$ cat config.mk
export PLATFORM = sky130hd
export DESIGN_NAME = textured_wall_column_pixel
export DESIGN_NICKNAME = d
export VERILOG_FILES = /design/src/rtl/twcp_pkg.sv /design/src/rtl/textured_wall_column_pixel.sv
export SDC_FILE = /design/constraint.sdc
export NUM_CORES = 2
export LEC_CHECK = 0
export ABC_AREA = 1
export BUFFER_PORTS_ARGS = -buffer_cell sky130_fd_sc_hd__buf_2
export CAP_MARGIN = 30
export CORE_UTILIZATION = 55
export DETAILED_ROUTE_END_ITERATION = 6
export GPL_ROUTABILITY_DRIVEN = 0
export PLACE_DENSITY = 0.71
export SLEW_MARGIN = 0
export SYNTH_ARGS = -nofsm -noshare
export SYNTH_HDL_FRONTEND = slang
export SYNTH_SLANG_ARGS = --single-unit
export TNS_END_PERCENT = 5
$ cat constraint.sdc
create_clock -name i_clk -period 50.9 [get_ports i_clk]
set_input_delay 5.09 -clock i_clk [delete_from_list [all_inputs] [get_ports i_clk]]
set_output_delay 5.09 -clock i_clk [all_outputs]
set_load 0.02 [all_outputs]
$ cat src/rtl/twcp_pkg.sv
// shared types and constants for the textured wall column pixel pipeline
// no dependencies
`default_nettype none

package twcp_pkg;

    localparam int TILE            = 64;
    localparam int TILE_BITS       = $clog2(TILE);
    localparam int BYTES_PER_PIXEL = 4;

    localparam int ROW_W    = 11;
    localparam int SPAN_W   = 16;
    localparam int TEX_W    = 16;
    localparam int COLOR_W  = 24;
    localparam int LINE_W   = 16;
    localparam int FB_W     = 27;
    localparam int FACE_W   = 2;
    localparam int PACK_W   = 64;
    localparam int CFG_IDX_W = 3;

    // span and row offset both fit in 17 bits
    localparam int DIFF_W = 17;
    localparam int PROD_W = DIFF_W + TEX_W;

    localparam int DIV_STEPS  = 2;
    localparam int DIV_STAGES = TEX_W / DIV_STEPS;

    localparam logic [CFG_IDX_W-1:0] CFG_SCREEN_ROWS  = 3'd0;
    localparam logic [CFG_IDX_W-1:0] CFG_CEILING      = 3'd1;
    localparam logic [CFG_IDX_W-1:0] CFG_FLOOR        = 3'd2;
    localparam logic [CFG_IDX_W-1:0] CFG_LINE_BYTES   = 3'd3;
    localparam logic [CFG_IDX_W-1:0] CFG_FACE_WIDTHS  = 3'd4;
    localparam logic [CFG_IDX_W-1:0] CFG_FACE_HEIGHTS = 3'd5;

    localparam logic [ROW_W-1:0]   RST_SCREEN_ROWS = 11'd480;
    localparam logic [LINE_W-1:0]  RST_LINE_BYTES  = 16'd2560;
    localparam logic [PACK_W-1:0]  RST_FACE_DIMS   = 64'h0040_0040_0040_0040;

    localparam logic [1:0] REGION_CEILING = 2'd0;
    localparam logic [1:0] REGION_WALL    = 2'd1;
    localparam logic [1:0] REGION_FLOOR   = 2'd2;

    typedef struct packed {
        logic [1:0]         region;
        logic [COLOR_W-1:0] fill;
        logic [FACE_W-1:0]  face;
        logic [TEX_W-1:0]   tcol;
        logic [FB_W-1:0]    fb;
        logic [TEX_W-1:0]   ht;
        logic               sat;
    } t_side;

    typedef struct packed {
        logic [DIFF_W-1:0] rem;
        logic [TEX_W-1:0]  lo;
        logic [TEX_W-1:0]  q;
        logic [DIFF_W-1:0] span;
    } t_div;

endpackage

`default_nettype wire

$ cat src/rtl/textured_wall_column_pixel.sv
// textured wall column pixel: span, row class, texel coordinates, fb offset
// depends on twcp_pkg
// one item per cycle sustained while the output is not stalled
// the texel row divider takes two quotient bits per stage over eight stages
// the whole pipeline holds while a result waits under output stall
// reset clears all valid bits and loads the register defaults
`default_nettype none

module textured_wall_column_pixel (
    input  wire logic                                 i_clk,
    input  wire logic                                 i_rst_n,
    input  wire logic                                 i_cfg_we,
    input  wire logic [twcp_pkg::CFG_IDX_W-1:0]       i_cfg_index,
    input  wire logic [twcp_pkg::PACK_W-1:0]          i_cfg_data,
    input  wire logic                                 i_valid,
    output logic                                      o_stall,
    input  wire logic [twcp_pkg::ROW_W-1:0]           i_column,
    input  wire logic [twcp_pkg::ROW_W-1:0]           i_row,
    input  wire logic [twcp_pkg::SPAN_W-1:0]          i_wall_span,
    input  wire logic [twcp_pkg::FACE_W-1:0]          i_face,
    input  wire logic signed [twcp_pkg::TEX_W-1:0]    i_hit_coord,
    output logic                                      o_valid,
    input  wire logic                                 i_stall,
    output logic [1:0]                                o_region,
    output logic [twcp_pkg::COLOR_W-1:0]              o_fill_color,
    output logic [twcp_pkg::FACE_W-1:0]               o_tex_face,
    output logic [twcp_pkg::TEX_W-1:0]                o_tex_col,
    output logic [twcp_pkg::TEX_W-1:0]                o_tex_row,
    output logic [twcp_pkg::FB_W-1:0]                 o_fb_offset
);

    localparam int NS = twcp_pkg::DIV_STAGES;
    localparam int DW = twcp_pkg::DIFF_W;
    localparam int TW = twcp_pkg::TEX_W;

    // configuration registers
    logic [twcp_pkg::ROW_W-1:0]   r_screen_rows;
    logic [twcp_pkg::COLOR_W-1:0] r_ceiling;
    logic [twcp_pkg::COLOR_W-1:0] r_floor;
    logic [twcp_pkg::LINE_W-1:0]  r_line;
    logic [twcp_pkg::PACK_W-1:0]  r_widths;
    logic [twcp_pkg::PACK_W-1:0]  r_heights;

    always_ff @(posedge i_clk) begin
        if (!i_rst_n) begin
            r_screen_rows <= twcp_pkg::RST_SCREEN_ROWS;
            r_ceiling     <= '0;
            r_floor       <= '0;
            r_line        <= twcp_pkg::RST_LINE_BYTES;
            r_widths      <= twcp_pkg::RST_FACE_DIMS;
            r_heights     <= twcp_pkg::RST_FACE_DIMS;
        end else if (i_cfg_we) begin
            unique case (i_cfg_index)
                twcp_pkg::CFG_SCREEN_ROWS:  r_screen_rows <= i_cfg_data[twcp_pkg::ROW_W-1:0];
                twcp_pkg::CFG_CEILING:      r_ceiling <= i_cfg_data[twcp_pkg::COLOR_W-1:0];
                twcp_pkg::CFG_FLOOR:        r_floor <= i_cfg_data[twcp_pkg::COLOR_W-1:0];
                twcp_pkg::CFG_LINE_BYTES:   r_line <= i_cfg_data[twcp_pkg::LINE_W-1:0];
                twcp_pkg::CFG_FACE_WIDTHS:  r_widths <= i_cfg_data;
                twcp_pkg::CFG_FACE_HEIGHTS: r_heights <= i_cfg_data;
                default: begin
                end
            endcase
        end
    end

    // pipeline advance
    logic r_out_valid;
    logic w_en;

    assign w_en    = !r_out_valid || !i_stall;
    assign o_stall = !w_en;

    // stage 1: span limits
    logic                              r1_valid;
    logic [twcp_pkg::ROW_W-1:0]        r1_column;
    logic [twcp_pkg::ROW_W-1:0]        r1_row;
    logic [twcp_pkg::FACE_W-1:0]       r1_face;
    logic [TW-1:0]                     r1_hit;
    logic signed [DW-1:0]              r1_top;
    logic [TW-1:0]                     r1_bottom;
    logic signed [DW:0]                n1_d;
    logic signed [DW:0]                n1_half;
    logic [DW-1:0]                     n1_sum;

    always_comb begin
        n1_d    = $signed({7'b0, r_screen_rows}) - $signed({2'b0, i_wall_span});
        // truncate toward zero
        n1_half = (n1_d + $signed({{DW{1'b0}}, n1_d[DW]})) >>> 1;
        n1_sum  = {6'b0, r_screen_rows} + {1'b0, i_wall_span};
    end

    always_ff @(posedge i_clk) begin
        if (!i_rst_n) begin
            r1_valid <= 1'b0;
        end else if (w_en) begin
            r1_valid <= i_valid;
        end
    end

    always_ff @(posedge i_clk) begin
        if (w_en) begin
            r1_column <= i_column;
            r1_row    <= i_row;
            r1_face   <= i_face;
            r1_hit    <= i_hit_coord;
            r1_top    <= n1_half[DW-1:0];
            r1_bottom <= n1_sum[DW-1:1];
        end
    end

    // stage 2: classify, texel column, offset
    logic                         r2_valid;
    logic [1:0]                   r2_region;
    logic [twcp_pkg::COLOR_W-1:0] r2_fill;
    logic [twcp_pkg::FACE_W-1:0]  r2_face;
    logic [TW-1:0]                r2_tcol;
    logic [twcp_pkg::FB_W-1:0]    r2_fb;
    logic [DW-1:0]                r2_diff;
    logic [DW-1:0]                r2_span;
    logic [TW-1:0]                r2_ht;

    logic [1:0]                   n2_region;
    logic [twcp_pkg::COLOR_W-1:0] n2_fill;
    logic [TW-1:0]                n2_w;
    logic [TW-1:0]                n2_ht;
    logic [twcp_pkg::TILE_BITS+TW-1:0] n2_cprod;
    logic [TW-1:0]                n2_tcol;
    logic [DW:0]                  n2_diff;
    logic [DW:0]                  n2_span;
    logic [twcp_pkg::FB_W-1:0]    n2_fb;

    always_comb begin
        n2_w     = r_widths[{r1_face, 4'b0} +: TW];
        n2_ht    = r_heights[{r1_face, 4'b0} +: TW];
        n2_cprod = (twcp_pkg::TILE_BITS+TW)'(r1_hit[twcp_pkg::TILE_BITS-1:0])
                 * (twcp_pkg::TILE_BITS+TW)'(n2_w);
        n2_tcol  = r1_hit[TW-1] ? '0 : n2_cprod[twcp_pkg::TILE_BITS +: TW];
        n2_diff  = (DW+1)'($signed({7'b0, r1_row}) - $signed({r1_top[DW-1], r1_top}));
        n2_span  = (DW+1)'($signed({2'b0, r1_bottom}) - $signed({r1_top[DW-1], r1_top}));
        n2_fb    = twcp_pkg::FB_W'(r1_row) * twcp_pkg::FB_W'(r_line)
                 + twcp_pkg::FB_W'(r1_column) * twcp_pkg::FB_W'(twcp_pkg::BYTES_PER_PIXEL);
        priority if ($signed({7'b0, r1_row}) < $signed({r1_top[DW-1], r1_top})) begin
            n2_region = twcp_pkg::REGION_CEILING;
            n2_fill   = r_ceiling;
        end else if ({5'b0, r1_row} <= r1_bottom) begin
            n2_region = twcp_pkg::REGION_WALL;
            n2_fill   = '0;
        end else begin
            n2_region = twcp_pkg::REGION_FLOOR;
            n2_fill   = r_floor;
        end
    end

    always_ff @(posedge i_clk) begin
        if (!i_rst_n) begin
            r2_valid <= 1'b0;
        end else if (w_en) begin
            r2_valid <= r1_valid;
        end
    end

    always_ff @(posedge i_clk) begin
        if (w_en) begin
            r2_region <= n2_region;
            r2_fill   <= n2_fill;
            r2_face   <= r1_face;
            r2_tcol   <= n2_tcol;
            r2_fb     <= n2_fb;
            r2_diff   <= n2_diff[DW-1:0];
            r2_span   <= n2_span[DW-1:0];
            r2_ht     <= n2_ht;
        end
    end

    // stage 3: product and saturation, then divider stages
    logic             r_vl [0:NS];
    twcp_pkg::t_side  r_sd [0:NS];
    twcp_pkg::t_div   r_dv [0:NS];
    twcp_pkg::t_side  n3_sd;
    twcp_pkg::t_div   n3_dv;
    logic [twcp_pkg::PROD_W-1:0] n3_prod;
    twcp_pkg::t_div   n_dv [0:NS-1];
    logic [DW:0]      v_t;

    always_comb begin
        n3_prod      = twcp_pkg::PROD_W'(r2_diff) * twcp_pkg::PROD_W'(r2_ht);
        n3_sd.region = r2_region;
        n3_sd.fill   = r2_fill;
        n3_sd.face   = (r2_region == twcp_pkg::REGION_WALL) ? r2_face : '0;
        n3_sd.tcol   = (r2_region == twcp_pkg::REGION_WALL) ? r2_tcol : '0;
        n3_sd.fb     = r2_fb;
        n3_sd.ht     = r2_ht;
        // quotient reaches the height exactly when the offset reaches the span
        n3_sd.sat    = r2_diff >= r2_span;
        n3_dv.rem    = n3_prod[twcp_pkg::PROD_W-1:TW];
        n3_dv.lo     = n3_prod[TW-1:0];
        n3_dv.q      = '0;
        n3_dv.span   = r2_span;
    end

    always_comb begin
        v_t = '0;
        for (int j = 0; j < NS; j++) begin
            n_dv[j] = r_dv[j];
            for (int s = 0; s < twcp_pkg::DIV_STEPS; s++) begin
                v_t        = {n_dv[j].rem, n_dv[j].lo[TW-1]};
                n_dv[j].lo = {n_dv[j].lo[TW-2:0], 1'b0};
                if (v_t >= {1'b0, n_dv[j].span}) begin
                    v_t       = v_t - {1'b0, n_dv[j].span};
                    n_dv[j].q = {n_dv[j].q[TW-2:0], 1'b1};
                end else begin
                    n_dv[j].q = {n_dv[j].q[TW-2:0], 1'b0};
                end
                n_dv[j].rem = v_t[DW-1:0];
            end
        end
    end

    always_ff @(posedge i_clk) begin
        if (!i_rst_n) begin
            for (int j = 0; j <= NS; j++) begin
                r_vl[j] <= 1'b0;
            end
        end else if (w_en) begin
            r_vl[0] <= r2_valid;
            for (int j = 0; j < NS; j++) begin
                r_vl[j+1] <= r_vl[j];
            end
        end
    end

    always_ff @(posedge i_clk) begin
        if (w_en) begin
            r_sd[0] <= n3_sd;
            r_dv[0] <= n3_dv;
            for (int j = 0; j < NS; j++) begin
                r_sd[j+1] <= r_sd[j];
                r_dv[j+1] <= n_dv[j];
            end
        end
    end

    // output stage
    logic [TW-1:0] n_trow;

    always_comb begin
        priority if (r_sd[NS].region != twcp_pkg::REGION_WALL || r_sd[NS].ht == '0) begin
            n_trow = '0;
        end else if (r_sd[NS].sat) begin
            n_trow = r_sd[NS].ht - 1'b1;
        end else begin
            n_trow = r_dv[NS].q;
        end
    end

    always_ff @(posedge i_clk) begin
        if (!i_rst_n) begin
            r_out_valid <= 1'b0;
        end else if (w_en) begin
            r_out_valid <= r_vl[NS];
        end
    end

    always_ff @(posedge i_clk) begin
        if (w_en) begin
            o_region     <= r_sd[NS].region;
            o_fill_color <= r_sd[NS].fill;
            o_tex_face   <= r_sd[NS].face;
            o_tex_col    <= r_sd[NS].tcol;
            o_tex_row    <= n_trow;
            o_fb_offset  <= r_sd[NS].fb;
        end
    end

    assign o_valid = r_out_valid;

endmodule

`default_nettype wire

; ---- Word-level counts from Yosys, hierarchy flattened
; Memory sizes are Yosys's and may differ from the RTL's. A register that Yosys moved wholly into a read port is not among the register bits.
; Cells that the tools add are included.
[totals]
ramBits = 1395
wordCells = 160
out_inout_bits = 89
input_bits = 128
memories = 3
ff_bits = 486
[memory_table]
columns = name, depth, word_bits, rd, rd_clocked_by_memory_dff, wr, line
row1 = r_sd, 9, 88, 9, 0, 9, textured_wall_column_pixel.sv:177  ; twcp_pkg::t_side r_sd [0:NS];
row2 = r_dv, 9, 66, 9, 0, 9, textured_wall_column_pixel.sv:178  ; twcp_pkg::t_div r_dv [0:NS];
row3 = r_vl, 9, 1, 9, 1, 9, textured_wall_column_pixel.sv:176  ; logic r_vl [0:NS];
[classes]
n_mul = 3
n_addsub = 23
n_bitwise = 9
order_cmp = 19
eq_ne = 7
shift = 2
n_mux = 52
n_reduce_logical = 14
[ops]
columns = operator, n
row1 = $sub A17 B17 Y17, 17
row2 = $ge A18 B17 Y1, 16
row3 = $mux W17, 16
row4 = $shiftx A64 B7 Y16, 2
row5 = $mux W24, 2
row6 = $mul A17 B16 Y33, 1
row7 = $mux W16, 2
row8 = $mux W1, 30
row9 = $add A27 B13 Y27, 1
row10 = $mul A11 B16 Y27, 1
row11 = $mul A6 B16 Y22, 1
row12 = $add A17 B2 Y18, 1
row13 = $add A11 B16 Y17, 1
row14 = $ge A17 B17 Y1, 1
row15 = $lt A12 B17 Y1, 1
row16 = $sub A11 B16 Y17, 1
row17 = $sub A12 B17 Y17, 1
row18 = $le A11 B16 Y1, 1
row19 = $logic_not A16 Y1, 1
row20 = $sub A16 B1 Y16 const B, 1
row21 = $reduce_and A2 Y1, 6
row22 = $or A1 B1 Y1, 9
row23 = $eq A3 B2 Y1 const B, 2
row24 = $eq A3 B3 Y1 const B, 2
row25 = other kinds (7), 12

; ---- Longest topological paths before layout
[depth]
word_depth = 6
ltp_mapped = 32

; ---- Least setup slack after synthesis
; OpenSTA, ideal clock, no wires.
[synth_timing]
path_kind = input -> output
start = in i_stall
end = out o_stall
path_buffers = 0
t_arrival_ns = 41.642
cell_stages = 2
slack_ns = 4.168
cell_sequence = nand2_1 -> inv_1
[synth_via]
elab_chain_cells = 3
[synth_lines]
columns = element, line
row1 = "start, declared", textured_wall_column_pixel.sv:23  ; input wire logic i_stall,
row2 = $logic_not A1 Y1, textured_wall_column_pixel.sv:70  ; assign w_en = !r_out_valid || !i_stall;
row3 = $logic_or A1 B1 Y1, textured_wall_column_pixel.sv:70
row4 = $logic_not A1 Y1, textured_wall_column_pixel.sv:71  ; assign o_stall = !w_en;
row5 = "end, declared", textured_wall_column_pixel.sv:16  ; output logic o_stall,
; No other way between the ends.

; ---- Worst setup path in the final report
; Ends and elaborated chain as after synthesis.

==> flow_summary.toml <==
[cts]
cts_made_buffers = 171
clk_path_buf_depth = 3
clockRootBuffer = "clkbuf_16"
cts_sinks = 1695
worstSkewPairLatency_ns = 0.84
cts_hold_buffers = 0
cts_tree = "yes"
cts_resized = 0
clkTransAtPathRegs_ns = 0.06
cts_setup_buffers = 0
ctsHtreeMaxLevel = 4

[global_routing]
grt_max_degree = 231
antenna_found_initial = 14
grt_pass1_vias = 61650
grt_remaining_overflow = 0
grt_pass1_wl_microns = 316700
grt_use_total_pct = 23.36

[timing]
post-route-period-util_pct = 21.83
rsz0062_at_grt = "no"
finalSetupViolations = 0
min_period_ns = 11.11
relSlewSlack_pct = 21.02
fin_tns_setup_ns = 0
tightest_slew_ns = 1.185
fmax_ghz = 0.08998
hold_viol = 0
skew_ns = 0.05893
drv_slew = 0

[worst_setup_path]
crit_path_start_kind = "input port"
cp.arrival_ns = 6.02
path_class = "in -> out"
rrSetupSlack_ns = 44.52
crit_required_ns = 45.81
critPathMaxFanout = 49
crit_path_end_kind = "output pin"

[floorplan]
die_y_microns = 412.7
rows = 150
die_w_microns = 412.7
dieArea_sq_um = 170300
core_sq_um = 167200
io_pins = 217
initial_utilization_pct = 55.47

[min_path]
hp-class = "reg -> reg"

[layout]
fin_cells = 11620
syn_to_final_growth_pct = 9.829
final_nets = 10360
drive_gt1_share_pct = 6.992

[drt]
route.detailed.drc = 0
drt_first_pass_iters = 7
post_drt_wl_per_cell_microns = 16.95
routed_wl_microns = 197000
ant_nets = 0
drtIter0Drc = 5736
num_vias = 62960
via_per_inst = 5.420

[status]
status = "finished, final reports clean"

[logic_synthesis]
async_flop_share_pct = 0
ys_top_cells_by_count = "2086 x nand2_1, 1489 x edfxtp_1, 1303 x inv_1"
yosys.area.top_type_share_pct = 48.20
yosysMostFrequentCell = "nand2_1"
yosys.area.top_type = "edfxtp_1"
synth_area_leaders = "edfxtp_1 48%, fa_1 9.1%, nand2_1 8.4%"
synth-xor-area-share_pct = 2.397
synth_top_family_by_area = "adder cells"
synth_nets = 10170
synthSimpleGateAreaFrac_pct = 15.77
syn-cell-area_sq_um = 92770
synthAdderAreaFrac_pct = 16.46
synth_edf_count = 1489
synth_cell_types = 65
ys_warn_count = 0
synth.mux.area_fraction_pct = 0
synth.yosys.seq_area_share_pct = 52.65
ys_ff_latch = 1695
synth_cells = 9078
avgSynthCellArea_sq_um = 10.22
synth-compound-area-share_pct = 6.208
synthFlopType = "edfxtp_1"

[placement]
dp_cells = 11290
dp_hpwl_microns = 142800
port_buffers = 207

[flow_run]
drv_cap = 0
==> area by class of cell <==
cell class	instances	area, sq um
fillers	13310	65340
diodes	2	5.005
well taps	2204	2758
multi-input cells	5826	37900
clock inverters	114	1363
inverters	1312	4935
clock buffers	203	4451
repair buffers	261	1634
flip-flops and latches	1695	48840
==> registers in the layout (all words and copies together), names as in the netlist, 17 cells and up <==
register,cells
r_ceiling,24
r_widths,64
r1_top,17
o_fill_color,24
r2_fill,24
r2_span,17
r_floor,24
o_fb_offset,27
r2_fb,27
r_sd,792
r_dv,416
r2_diff,17
r_heights,64
==> critical path, stage by stage <==
cell     delay [ns]
buf_2          0.11
nand2_4        0.50
inv_1          0.12
buf_2          0.19
==> kinds of logic (layout without fill, tap and decap cells) <==
logic type      after synthesis  after routing
flops                      1695           1695
xor+xnor                    253            253
fa+ha+maj                   968            968
other cells                   0              2
compound gates             1061           1061
buf+inv                    1557           1890
simple gates               3544           3544
==> worst paths after layout <==
check,from,endpoint,cells past startpoint
setup / recovery,i_stall,o_stall,4
hold / removal,r_sd[0][456],r_sd[0][544],0
setup reg to reg,r2_ht[7],r_dv[0][54],22
hold reg to reg,r_sd[0][456],r_sd[0][544],0
==> per-stage QoR <==
stage,setup slack (ns),utilization [%],cell area (sq um),hold WS (ns)
after floorplan,4.168,-,92770,0.4003
after global placement,39.79,57.31,95830,0.4005
after detailed placement,39.78,57.38,95950,0.4045
after CTS,39.77,60.86,101800,0.3848
after global routing,39.69,60.92,101900,0.3920
final,39.79,60.93,101900,0.3926
==> cells in the final DEF (no fill, tap or decap), types with 50 or more instances in the layout <==
cell type / synthesis / routed
nand2_1: 2086 / 2085
edfxtp_1: 1489 / 1489
inv_1: 1303 / 1303
nor2_1: 805 / 803
ha_1: 548 / 548
o21ai_0: 471 / 471
fa_1: 420 / 420
a21oi_1: 402 / 402
nand3_1: 376 / 376
buf_2: 21 / 206
dfxtp_1: 206 / 206
clkbuf_16: 0 / 172
xor2_1: 168 / 168
xnor2_1: 84 / 84
nor3_1: 58 / 58
nand4_1: 53 / 53
or2_2: 50 / 50
==> layer usage <==
layer | part of all wire, % | wire, microns | track usage (%) | up-vias
li1 | - | - | - | 30230
met1 | 42 | 83100 | 31.06 | 30050
met2 | 47 | 93490 | 38.72 | 2236
met3 | 6.9 | 13620 | 3.734 | 437
met4 | 3.4 | 6693 | 8.582 | 8
met5 | 0.024 | 47 | 0 | -
Power is left out: the tool's default activity adds up to more than one toggle a clock period on the data nets, which glitch-free logic cannot reach.
